--- src/mhpq_pkg.sv ---
// Shared types and codes for the binary max-heap priority queue.
package mhpq_pkg;

    localparam int KEY_W   = 32;
    localparam int COUNT_W = 8;

    localparam logic OP_INSERT = 1'b0;
    localparam logic OP_REMOVE = 1'b1;

    typedef enum logic [1:0] {
        ST_OK    = 2'd0,
        ST_FULL  = 2'd1,
        ST_EMPTY = 2'd2
    } t_status;

    // commands from the controller, at most one per controller step
    typedef struct packed {
        logic start;     // beat accepted: latch key, hole and status, update count, issue first reads
        logic rm_load;   // root and last entry arrived
        logic up_read;   // sift-up: read parent of the hole
        logic up_cmp;    // sift-up: compare key with parent
        logic dn_read;   // sift-down: read children of the hole
        logic dn_cmp;    // sift-down: compare key with larger child
        logic finish;    // load the output register
    } t_dp_cmd;

    // status back from the datapath
    typedef struct packed {
        logic full;
        logic empty;
        logic last;       // heap became empty on remove
        logic hole_zero;  // hole sits at the root
        logic up_move;    // parent smaller than key
        logic dn_leaf;    // hole has no child
        logic dn_move;    // larger child greater than key
    } t_dp_stat;

endpackage

--- src/mhpq_ctrl.sv ---
// Controller state machine for the heap queue: sequences insert and remove.
module mhpq_ctrl (
    input  logic                i_clk,
    input  logic                i_rst_n,
    input  logic                i_in_valid,
    output logic                o_in_ready,
    input  logic                i_operation,
    output logic                o_out_valid,
    input  logic                i_out_ready,
    input  mhpq_pkg::t_dp_stat  i_stat,
    output mhpq_pkg::t_dp_cmd   o_cmd
);

    typedef enum logic [6:0] {
        S_IDLE   = 7'b0000001,
        S_RM_LD  = 7'b0000010,
        S_UP_RD  = 7'b0000100,
        S_UP_CMP = 7'b0001000,
        S_DN_RD  = 7'b0010000,
        S_DN_CMP = 7'b0100000,
        S_FIN    = 7'b1000000
    } t_state;

    t_state r_state, n_state;
    logic   r_out_valid, n_out_valid;
    logic   w_out_free;

    assign w_out_free = !r_out_valid || i_out_ready;

    always_comb begin
        n_state = r_state;
        o_cmd   = '0;
        unique case (r_state)
            S_IDLE: begin
                if (i_in_valid) begin
                    o_cmd.start = 1'b1;
                    if (i_operation == mhpq_pkg::OP_REMOVE) begin
                        n_state = i_stat.empty ? S_FIN : S_RM_LD;
                    end else begin
                        n_state = i_stat.full ? S_FIN : S_UP_RD;
                    end
                end
            end
            S_RM_LD: begin
                o_cmd.rm_load = 1'b1;
                n_state = i_stat.last ? S_FIN : S_DN_RD;
            end
            S_UP_RD: begin
                o_cmd.up_read = 1'b1;
                n_state = i_stat.hole_zero ? S_FIN : S_UP_CMP;
            end
            S_UP_CMP: begin
                o_cmd.up_cmp = 1'b1;
                n_state = i_stat.up_move ? S_UP_RD : S_FIN;
            end
            S_DN_RD: begin
                o_cmd.dn_read = 1'b1;
                n_state = i_stat.dn_leaf ? S_FIN : S_DN_CMP;
            end
            S_DN_CMP: begin
                o_cmd.dn_cmp = 1'b1;
                n_state = i_stat.dn_move ? S_DN_RD : S_FIN;
            end
            S_FIN: begin
                // hold until the previous result has left
                if (w_out_free) begin
                    o_cmd.finish = 1'b1;
                    n_state = S_IDLE;
                end
            end
            default: n_state = S_IDLE;
        endcase
    end

    always_comb begin
        n_out_valid = r_out_valid;
        if (i_out_ready) begin
            n_out_valid = 1'b0;
        end
        if (o_cmd.finish) begin
            n_out_valid = 1'b1;
        end
    end

    always_ff @(posedge i_clk) begin
        if (!i_rst_n) begin
            r_state     <= S_IDLE;
            r_out_valid <= 1'b0;
        end else begin
            r_state     <= n_state;
            r_out_valid <= n_out_valid;
        end
    end

    assign o_in_ready  = (r_state == S_IDLE);
    assign o_out_valid = r_out_valid;

    a_fin_loads_out: assert property (@(posedge i_clk) disable iff (!i_rst_n)
        o_cmd.finish |=> r_out_valid && r_state == S_IDLE)
        else $error("finish did not present a result");

    a_busy_no_ready: assert property (@(posedge i_clk) disable iff (!i_rst_n)
        (o_cmd.start && !(i_operation == mhpq_pkg::OP_INSERT && i_stat.full)
                     && !(i_operation == mhpq_pkg::OP_REMOVE && i_stat.empty))
        |=> !o_in_ready)
        else $error("accepted a beat during a sift");

    a_one_cmd: assert property (@(posedge i_clk) disable iff (!i_rst_n)
        $onehot0(o_cmd))
        else $error("more than one datapath command");

endmodule

--- config.mk ---
export PLATFORM = sky130hd
export DESIGN_NAME = mhpq_ctrl
export DESIGN_NICKNAME = d
export VERILOG_FILES = /design/src/mhpq_pkg.sv /design/src/mhpq_ctrl.sv
export SDC_FILE = /design/constraint.sdc
export NUM_CORES = 1
export LEC_CHECK = 0
export BUFFER_PORTS_ARGS = -buffer_cell sky130_fd_sc_hd__buf_2
export CAP_MARGIN = 15
export CORE_MARGIN = 2
export CORE_UTILIZATION = 38
export DETAILED_ROUTE_END_ITERATION = 16
export PLACE_DENSITY = 0.61
export RECOVER_POWER = 100
export SYNTH_ARGS = -nofsm -noshare
export SYNTH_HDL_FRONTEND = slang
export SYNTH_SLANG_ARGS = --single-unit
--- constraint.sdc ---
create_clock -name i_clk -period 2 [get_ports i_clk]
set_input_delay 0.5 -clock i_clk [delete_from_list [all_inputs] [get_ports i_clk]]
set_output_delay 0.5 -clock i_clk [all_outputs]
set_load 0.005 [all_outputs]
# Word level (Yosys, flattened, before mapping)
# Index checks and enable logic that the tools add are counted.
word_totals:
  out_inout_bits: 9
  register_bits: 8
  wordCells: 37
op_classes:
  reduce_logical: 4
  n_mux: 22
  eq_ne: 9
op_table:
  columns: ["cell", "count"]
  rows:
  - ["$mux 7", 10]
  - ["$pmux 7 s7", 1]
  - ["$mux 1", 11]
  - ["$eq 7x1->1 const B", 1]
  - ["$eq 7x2->1 const B", 1]
  - ["$eq 7x3->1 const B", 1]
  - ["$eq 7x4->1 const B", 1]
  - ["$eq 7x5->1 const B", 1]
  - ["$eq 7x6->1 const B", 1]
  - ["$eq 7x7->1 const B", 1]
  - ["$ne 2x2->1 const B", 2]
  - ["$reduce_and 2->1", 1]
  - ["$reduce_bool 2->1", 1]
  - ["$logic_not 1->1", 1]
  - ["$logic_or 1x1->1", 1]

# Depth between registers and ports, before layout
# Gate-level depths: netlist (run 1).
logic_depth:
  depth_word: 5
  depth_mapped: 5
  ltp_nobuf: 4

# Worst setup path after synthesis (run 1)
# OpenSTA, ideal clock, no wires.
synth_timing:
  path_type: "register to output"
  start: "register r_state[5]"
  end: "output o_cmd[6] (netlist name)"
  stages_incl_launch_ff: 4
  n_path_buf: 0
  t_arrival_ps: 1186
  slack_ps: 314
  required_time_ps: 1500
  cell_sequence: "dfxtp_1 or4b_1 nor2_4 and2_1"
synth_rtl:
  columns: ["element", "line_no", "text"]
  rows:
  - ["from (decl)", "mhpq_ctrl.sv:24", "t_state r_state, n_state;"]
  - ["from (signal assigned)", "mhpq_ctrl.sv:90", "r_state <= n_state;"]
  - ["to (decl)", "mhpq_ctrl.sv:11", "output mhpq_pkg::t_dp_cmd o_cmd"]

# Worst setup path in the final report (run 1)
layout_timing:
  start: "register r_state[6]"
  end: "output o_in_ready"
layout_between:
  elab_chain_len: 1
layout_lines:
  columns: ["element", "line_no", "text"]
  rows:
  - ["$eq 7x1->1", "mhpq_ctrl.sv:95", "assign o_in_ready = (r_state == S_IDLE);"]
  - ["to (decl)", "mhpq_ctrl.sv:6", "output logic o_in_ready,"]
# No other way between the ends.

==> results of run 1 <==
[power by group through the flow]
stage / registers, W / logic [W] / clock network, W
after floorplan: 0.000182 / 0.000101 / 0
after global placement: 0.000183 / 0.000144 / 0
after detailed placement: 0.000184 / 0.000146 / 0
after CTS: 0.000182 / 0.000177 / 0.000138
after global routing: 0.000185 / 0.000191 / 0.000142
final: 0.000183 / 0.000176 / 0.000130
[logic make-up after synthesis]
family                    after synthesis
buffers and inverters                   7
DFF                                     8
and+or+nand+nor                        34
muxes                                   1
AOI/OAI and AO/OA                      13
xor gates and xnor gates                1
[sequential cells by signal (all words and copies together), names as in the netlist]
register     flops
r_state          7
o_out_valid      1
[stage by stage]
stage,hold WS (ns),worst slack (ns)
global route,0.531,-0.0342
floorplan,0.614,0.314
finish,0.514,0.0129
CTS,0.507,0.00407
detailed placement,0.676,0.163
global placement,0.686,0.181
[layer usage]
layer	global-route usage (%)	part of all wire [%]
met4	9.38	1.2
met3	5.17	4.4
met1	18.9	47
met2	25.5	48
met5	0	0
[area by class of cell]
cell class | instances | share of cell area [%]
inverters | 3 | 1.49
clock buffers | 3 | 2.98
multi-input cells | 49 | 51.5
well taps | 15 | 2.48
repair buffers | 26 | 20.0
flip-flops and latches | 8 | 21.5
[worst paths after layout]
kind,startpoint,endpoint,slack (ns),cells after the start
min reg2reg,o_out_valid$_SDFFE_PN0P_,o_out_valid$_SDFFE_PN0P_,0.68,3
max reg2reg,r_state[6]$_SDFFE_PN0P_,r_state[0]$_SDFFE_PN1P_,0.39,5
max,r_state[6]$_SDFFE_PN0P_,o_in_ready,0.01,4
min,i_stat[3],r_state[3]$_SDFFE_PN0P_,0.51,3
[critical path, stage by stage (launching register included)]
cell and delay (ns):
dfxtp_2 0.33, or4b_4 0.56, nor2_4 0.10, buf_4 0.13, buf_2 0.10
[synth_stat cells, drive strengths merged (2+ instances only)]
cell	instances	area, sq um
nor4	2	27.5
nand2b	2	12.5
nor4b	2	32.5
or3	3	23.8
nand2	2	7.51
a21oi	2	10.0
nor2	5	26.3
nor2b	2	12.5
dfxtp	8	160
and3	3	18.8
inv	3	11.3
o21ai	3	15.0
nor3	5	30.0
or4b	2	20.0
buf	4	28.8
[timing repair]
item                                   in CTS  in global routing
endpoints found under the hold margin       0                  0
gates resized for setup                     6                  3
setup buffers                               1                  0
pin swaps                                   1                  1
setup endpoints to repair                   5                  7
hold buffers                                0                  0
==> flow_summary_export.csv, run 1 <==
group,metric,value,unit
outcome,outcome,"finished clean",
finish,num-nets-final,103,
power,ir_drop,364,uV
clock_tree,clockBufferDepth,2,
floorplanning,initial_core_util,42.0,%
sta,worst_slew_pin_slew,0.415,ns
global_routing,grt-ovfl-total,0,
synthesis,yosys.area_share.simple,45.9,%
floorplanning,rows,13,
floorplanning,die_area,1820,sq um
route,wl_per_cell,13.3,microns
clock_tree,clkLatencyLatePin,0.26,ns
power,p_int,0.000336,W
worst_setup_path,path_class,"reg2out",
place,port_buffers,20,
place,placedCellCount,100,
global_routing,grt_pass1_wl,2.11,mm
global_routing,grt_max_degree,10,
sta,max_freq,503,MHz
synthesis,synthXorXnorAreaFrac,1.55,%
power,p_sw,0.000153,W
worst_setup_path,cp_max_fo,4,
sta,rsz0062_at_grt,"yes",
power,p_leak,0.349,nW
run,drv_cap,0,
finish,diodes,0,
synthesis,synth-compound-area-share,15.2,%
floorplanning,core_area,1350,sq um
floorplanning,dieWidth,42.6,microns
synthesis,avgSynthCellArea,8.86,sq um
finish,layout_commonest_cell,"buf_2",
clock_tree,cts-root-buf,"clkbuf_4",
route,via_count,578,
synthesis,synth_nets,76,
clock_tree,cts_tree,"built",
route,firstDrtPassIters,4,
route,postRouteWirelength,1.38,mm
finish,layout-drive-gt1-share,48.3,%
clock_tree,cts_num_sinks,8,
synthesis,syn_inst,64,
sta,max-slew-margin-rel,71.9,%
global_routing,grt_pass1_vias,496,
finish,multi_input_area,389,sq um
synthesis,synthAdderAreaFrac,0,%
worst_setup_path,worstPathArrival,1.49,ns
finish,final_area,756,sq um
synthesis,seq_area_frac_synth,28.3,%
clock_tree,h-tree-depth,1,
sta,min_period,1.99,ns
clock_tree,numCtsBuffers,3,
power,seq_power_share,37.5,%
power,clock_power_share,26.5,%
synthesis,synth_top_family_by_area,"simple AND/OR/NAND/NOR gates",
sta,hold_viol,0,
synthesis,yosysUniqueCellTypes,38,
route,postRouteAntennaNets,0,
global_routing,grtUsageTotal,16.2,%
synthesis,synthMuxAreaShare,1.99,%
power,power,0.000489,W
place,gp_congestion,0.737,
synthesis,syn_area,567,sq um
synthesis,yosysWarnings,0,
floorplanning,io_pins,21,
route,drt_iter0_drc,10,
power,switching_share,31.3,%
finish,area_delta_synth_final,33.3,%
hold_path,hold_path.class,"in2reg",
route,drc,0,
sta,tns,0,ns
sta,drv_slew,0,
sta,post-route-period-util,99.4,%
finish,n_fill_cell,134,
finish,utilization,56.0,%
clock_tree,path_clk_slew,0.06,ns
worst_setup_path,startpoint_type,"flop",
finish,fin_cells,104,
synthesis,ys_async_sr_fraction,0,%
synthesis,synth_edf_count,0,
worst_setup_path,end_kind,"output pin",
floorplanning,chipHeight,42.6,microns
power,combPwrFrac,36.0,%
sta,setup_violations,0,
synthesis,synth_seq_cells,8,
place,place_area,694,sq um
worst_setup_path,cp.required,1.50,ns
power,power.density,647,nW/um^2
finish,regArea,163,sq um
route,via_per_inst,5.56,
synthesis,synth_top_flop_cell,"dfxtp_1",
finish,final_cell_mix,"buf_2 (18), dfxtp_1 (6), buf_4 (6)",
global_routing,grt_antenna_before_repair,0,
sta,finalClockSkew,0.0147,ns
(Power assumes the default switching activity.)
==> inputs of run 2 (changes only) <==
==> constraint.sdc (replaced) <==
create_clock -name i_clk -period 2 [get_ports i_clk]
set_input_delay 0.1 -clock i_clk [delete_from_list [all_inputs] [get_ports i_clk]]
set_output_delay 0.1 -clock i_clk [all_outputs]
set_load 0.005 [all_outputs]
==> flow_summary_export.csv, run 2 (synthesis results as in run 1) <==
group,metric,value,unit
worst_setup_path,r2r_setup_slack,0.34,ns
global_routing,grtUsageTotal,15.3,%
route,wl_per_cell,12.2,microns
global_routing,grt_pass1_vias,476,
route,postRouteWirelength,1.20,mm
floorplanning,die_area,1820,sq um
power,power.density,660,nW/um^2
sta,setup_violations,0,
route,drt_iter0_drc,8,
finish,utilization,48.9,%
worst_setup_path,startpoint_type,"flop",
finish,layout-drive-gt1-share,32.5,%
finish,diodes,0,
worst_setup_path,cp_max_fo,12,
clock_tree,numCtsBuffers,3,
finish,area_delta_synth_final,16.6,%
global_routing,grt_pass1_wl,2.08,mm
worst_setup_path,path_class,"reg2out",
sta,whs,0.128,ns
clock_tree,h-tree-depth,1,
outcome,outcome,"finished clean",
route,via_count,521,
worst_setup_path,cp.required,1.90,ns
global_routing,use_met1,20.0,%
finish,num-nets-final,97,
floorplanning,dieWidth,42.6,microns
clock_tree,clkLatencyLatePin,0.25,ns
sta,rsz0062_at_grt,"no",
route,drc,0,
global_routing,grt_antenna_before_repair,0,
global_routing,grt_max_degree,13,
sta,finalClockSkew,0.00770,ns
sta,tns,0,ns
clock_tree,path_clk_slew,0.05,ns
clock_tree,ctsHoldBuffers,0,
floorplanning,initial_core_util,42.0,%
global_routing,grt-ovfl-total,0,
clock_tree,cts_num_sinks,8,
finish,top_register,"r_state",
hold_path,hold_path.class,"in2reg",
sta,min_period,1.84,ns
sta,drv_slew,0,
place,gp_congestion,0.719,
finish,final_cell_mix,"buf_2 (16), dfxtp_1 (8), nor3_1 (4), nor2_1 (4)",
floorplanning,io_pins,21,
power,p_leak,0.302,nW
worst_setup_path,end_kind,"output pin",
place,place_area,657,sq um
power,power,0.000436,W
sta,worst_slew_pin_slew,0.461,ns
clock_tree,cts_tree,"built",
worst_setup_path,endpoint,"o_cmd[6]",
floorplanning,chipHeight,42.6,microns
clock_tree,post_cts_buffers,0,
worst_setup_path,worst_r2r_endpoint,"r_state[0]$_SDFFE_PN1P_",
clock_tree,cts-root-buf,"clkbuf_4",
sta,hold_viol,0,
clock_tree,clockBufferDepth,2,
worst_setup_path,cp-startpoint,"r_state[5]$_SDFFE_PN0P_",
worst_setup_path,reg2reg_depth,4,
global_routing,grt-busiest-layer,"met2",
global_routing,use_met3,8.19,%
global_routing,grtUsageMet2,21.8,%
run,drv_cap,0,
floorplanning,rows,13,
power,ir_drop,360,uV
finish,largest_reg_flops,7,
route,postRouteAntennaNets,0,
finish,final_area,661,sq um
route,firstDrtPassIters,4,
floorplanning,core_area,1350,sq um
place,port_buffers,20,
route,via_per_inst,5.32,
sta,max-slew-margin-rel,68.8,%
sta,max_freq,544,MHz
worst_setup_path,r2r-start,"r_state[0]$_SDFFE_PN1P_",
finish,n_fill_cell,149,
worst_setup_path,worstPathArrival,1.74,ns
sta,post-route-period-util,92.0,%
finish,layout_commonest_cell,"buf_2",
[run 2: cell count changes in the layout (fill, tap and decap cells not counted), moves of 2 or more]
cell | previous run | this run
nor4_1 | 0 | 2
or3_4 | 2 | 0
dfxtp_2 | 2 | 0
buf_4 | 6 | 0
dfxtp_1 | 6 | 8
buf_2 | 18 | 16
clkbuf_1 | 0 | 2
or3_1 | 1 | 3
[run 2: what timing repair did]
item / CTS / global route
hold endpoints to repair: 0 / 0
resized for setup: 0 / 1
setup endpoints to repair: 0 / 1
[run 2: worst max-delay path, stage by stage, from the launching register on]
cell and delay [ns]:
dfxtp_1 0.43, or4b_4 0.62, nor2_4 0.15, and2_0 0.17
buf_2 0.12
[run 2: metal layers]
layer	up-vias	part of all wire (%)
met5	-	0
met4	0	0
met3	0	7.6
met2	15	41
met1	230	52
li1	276	-
[run 2: final cells by class]
class,count,area [sq um],area share (%)
clock buffers,3,22.5,3.41
inverters,3,11.3,1.70
multi-input cells,49,350,53.0
flip-flops and latches,8,160,24.2
well taps,15,18.8,2.84
repair buffers,20,97.6,14.8
[run 2: where the power goes]
| part | leakage (nW) | switching [W] | internal [W] |
|---|---|---|---|
| clock | 0.0138 | 0.0000511 | 0.0000684 |
| sequential | 0.0651 | 0.0000122 | 0.000172 |
| combinational | 0.223 | 0.0000707 | 0.0000622 |
[run 2: worst min path at each step]
stage          startpoint                        to  cells after the start
2_1_floorplan     i_rst_n  o_out_valid$_SDFFE_PN0P_                      1
5_1_grt         i_stat[1]   r_state[5]$_SDFFE_PN0P_                      2
4_1_cts         i_stat[3]   r_state[3]$_SDFFE_PN0P_                      3
3_5_place_dp    i_stat[3]   r_state[3]$_SDFFE_PN0P_                      3
6_report        i_stat[3]   r_state[3]$_SDFFE_PN0P_                      3
3_3_place_gp    i_stat[3]   r_state[3]$_SDFFE_PN0P_                      3
[run 2: metrics by stage]
step | cells | setup slack [ns]
4_1_cts | 98 | 0.0836
3_3_place_gp | 95 | 0.348
3_5_place_dp | 95 | 0.315
5_1_grt | 98 | 0.0295
6_report | 98 | 0.160
2_1_floorplan | 64 | 0.483
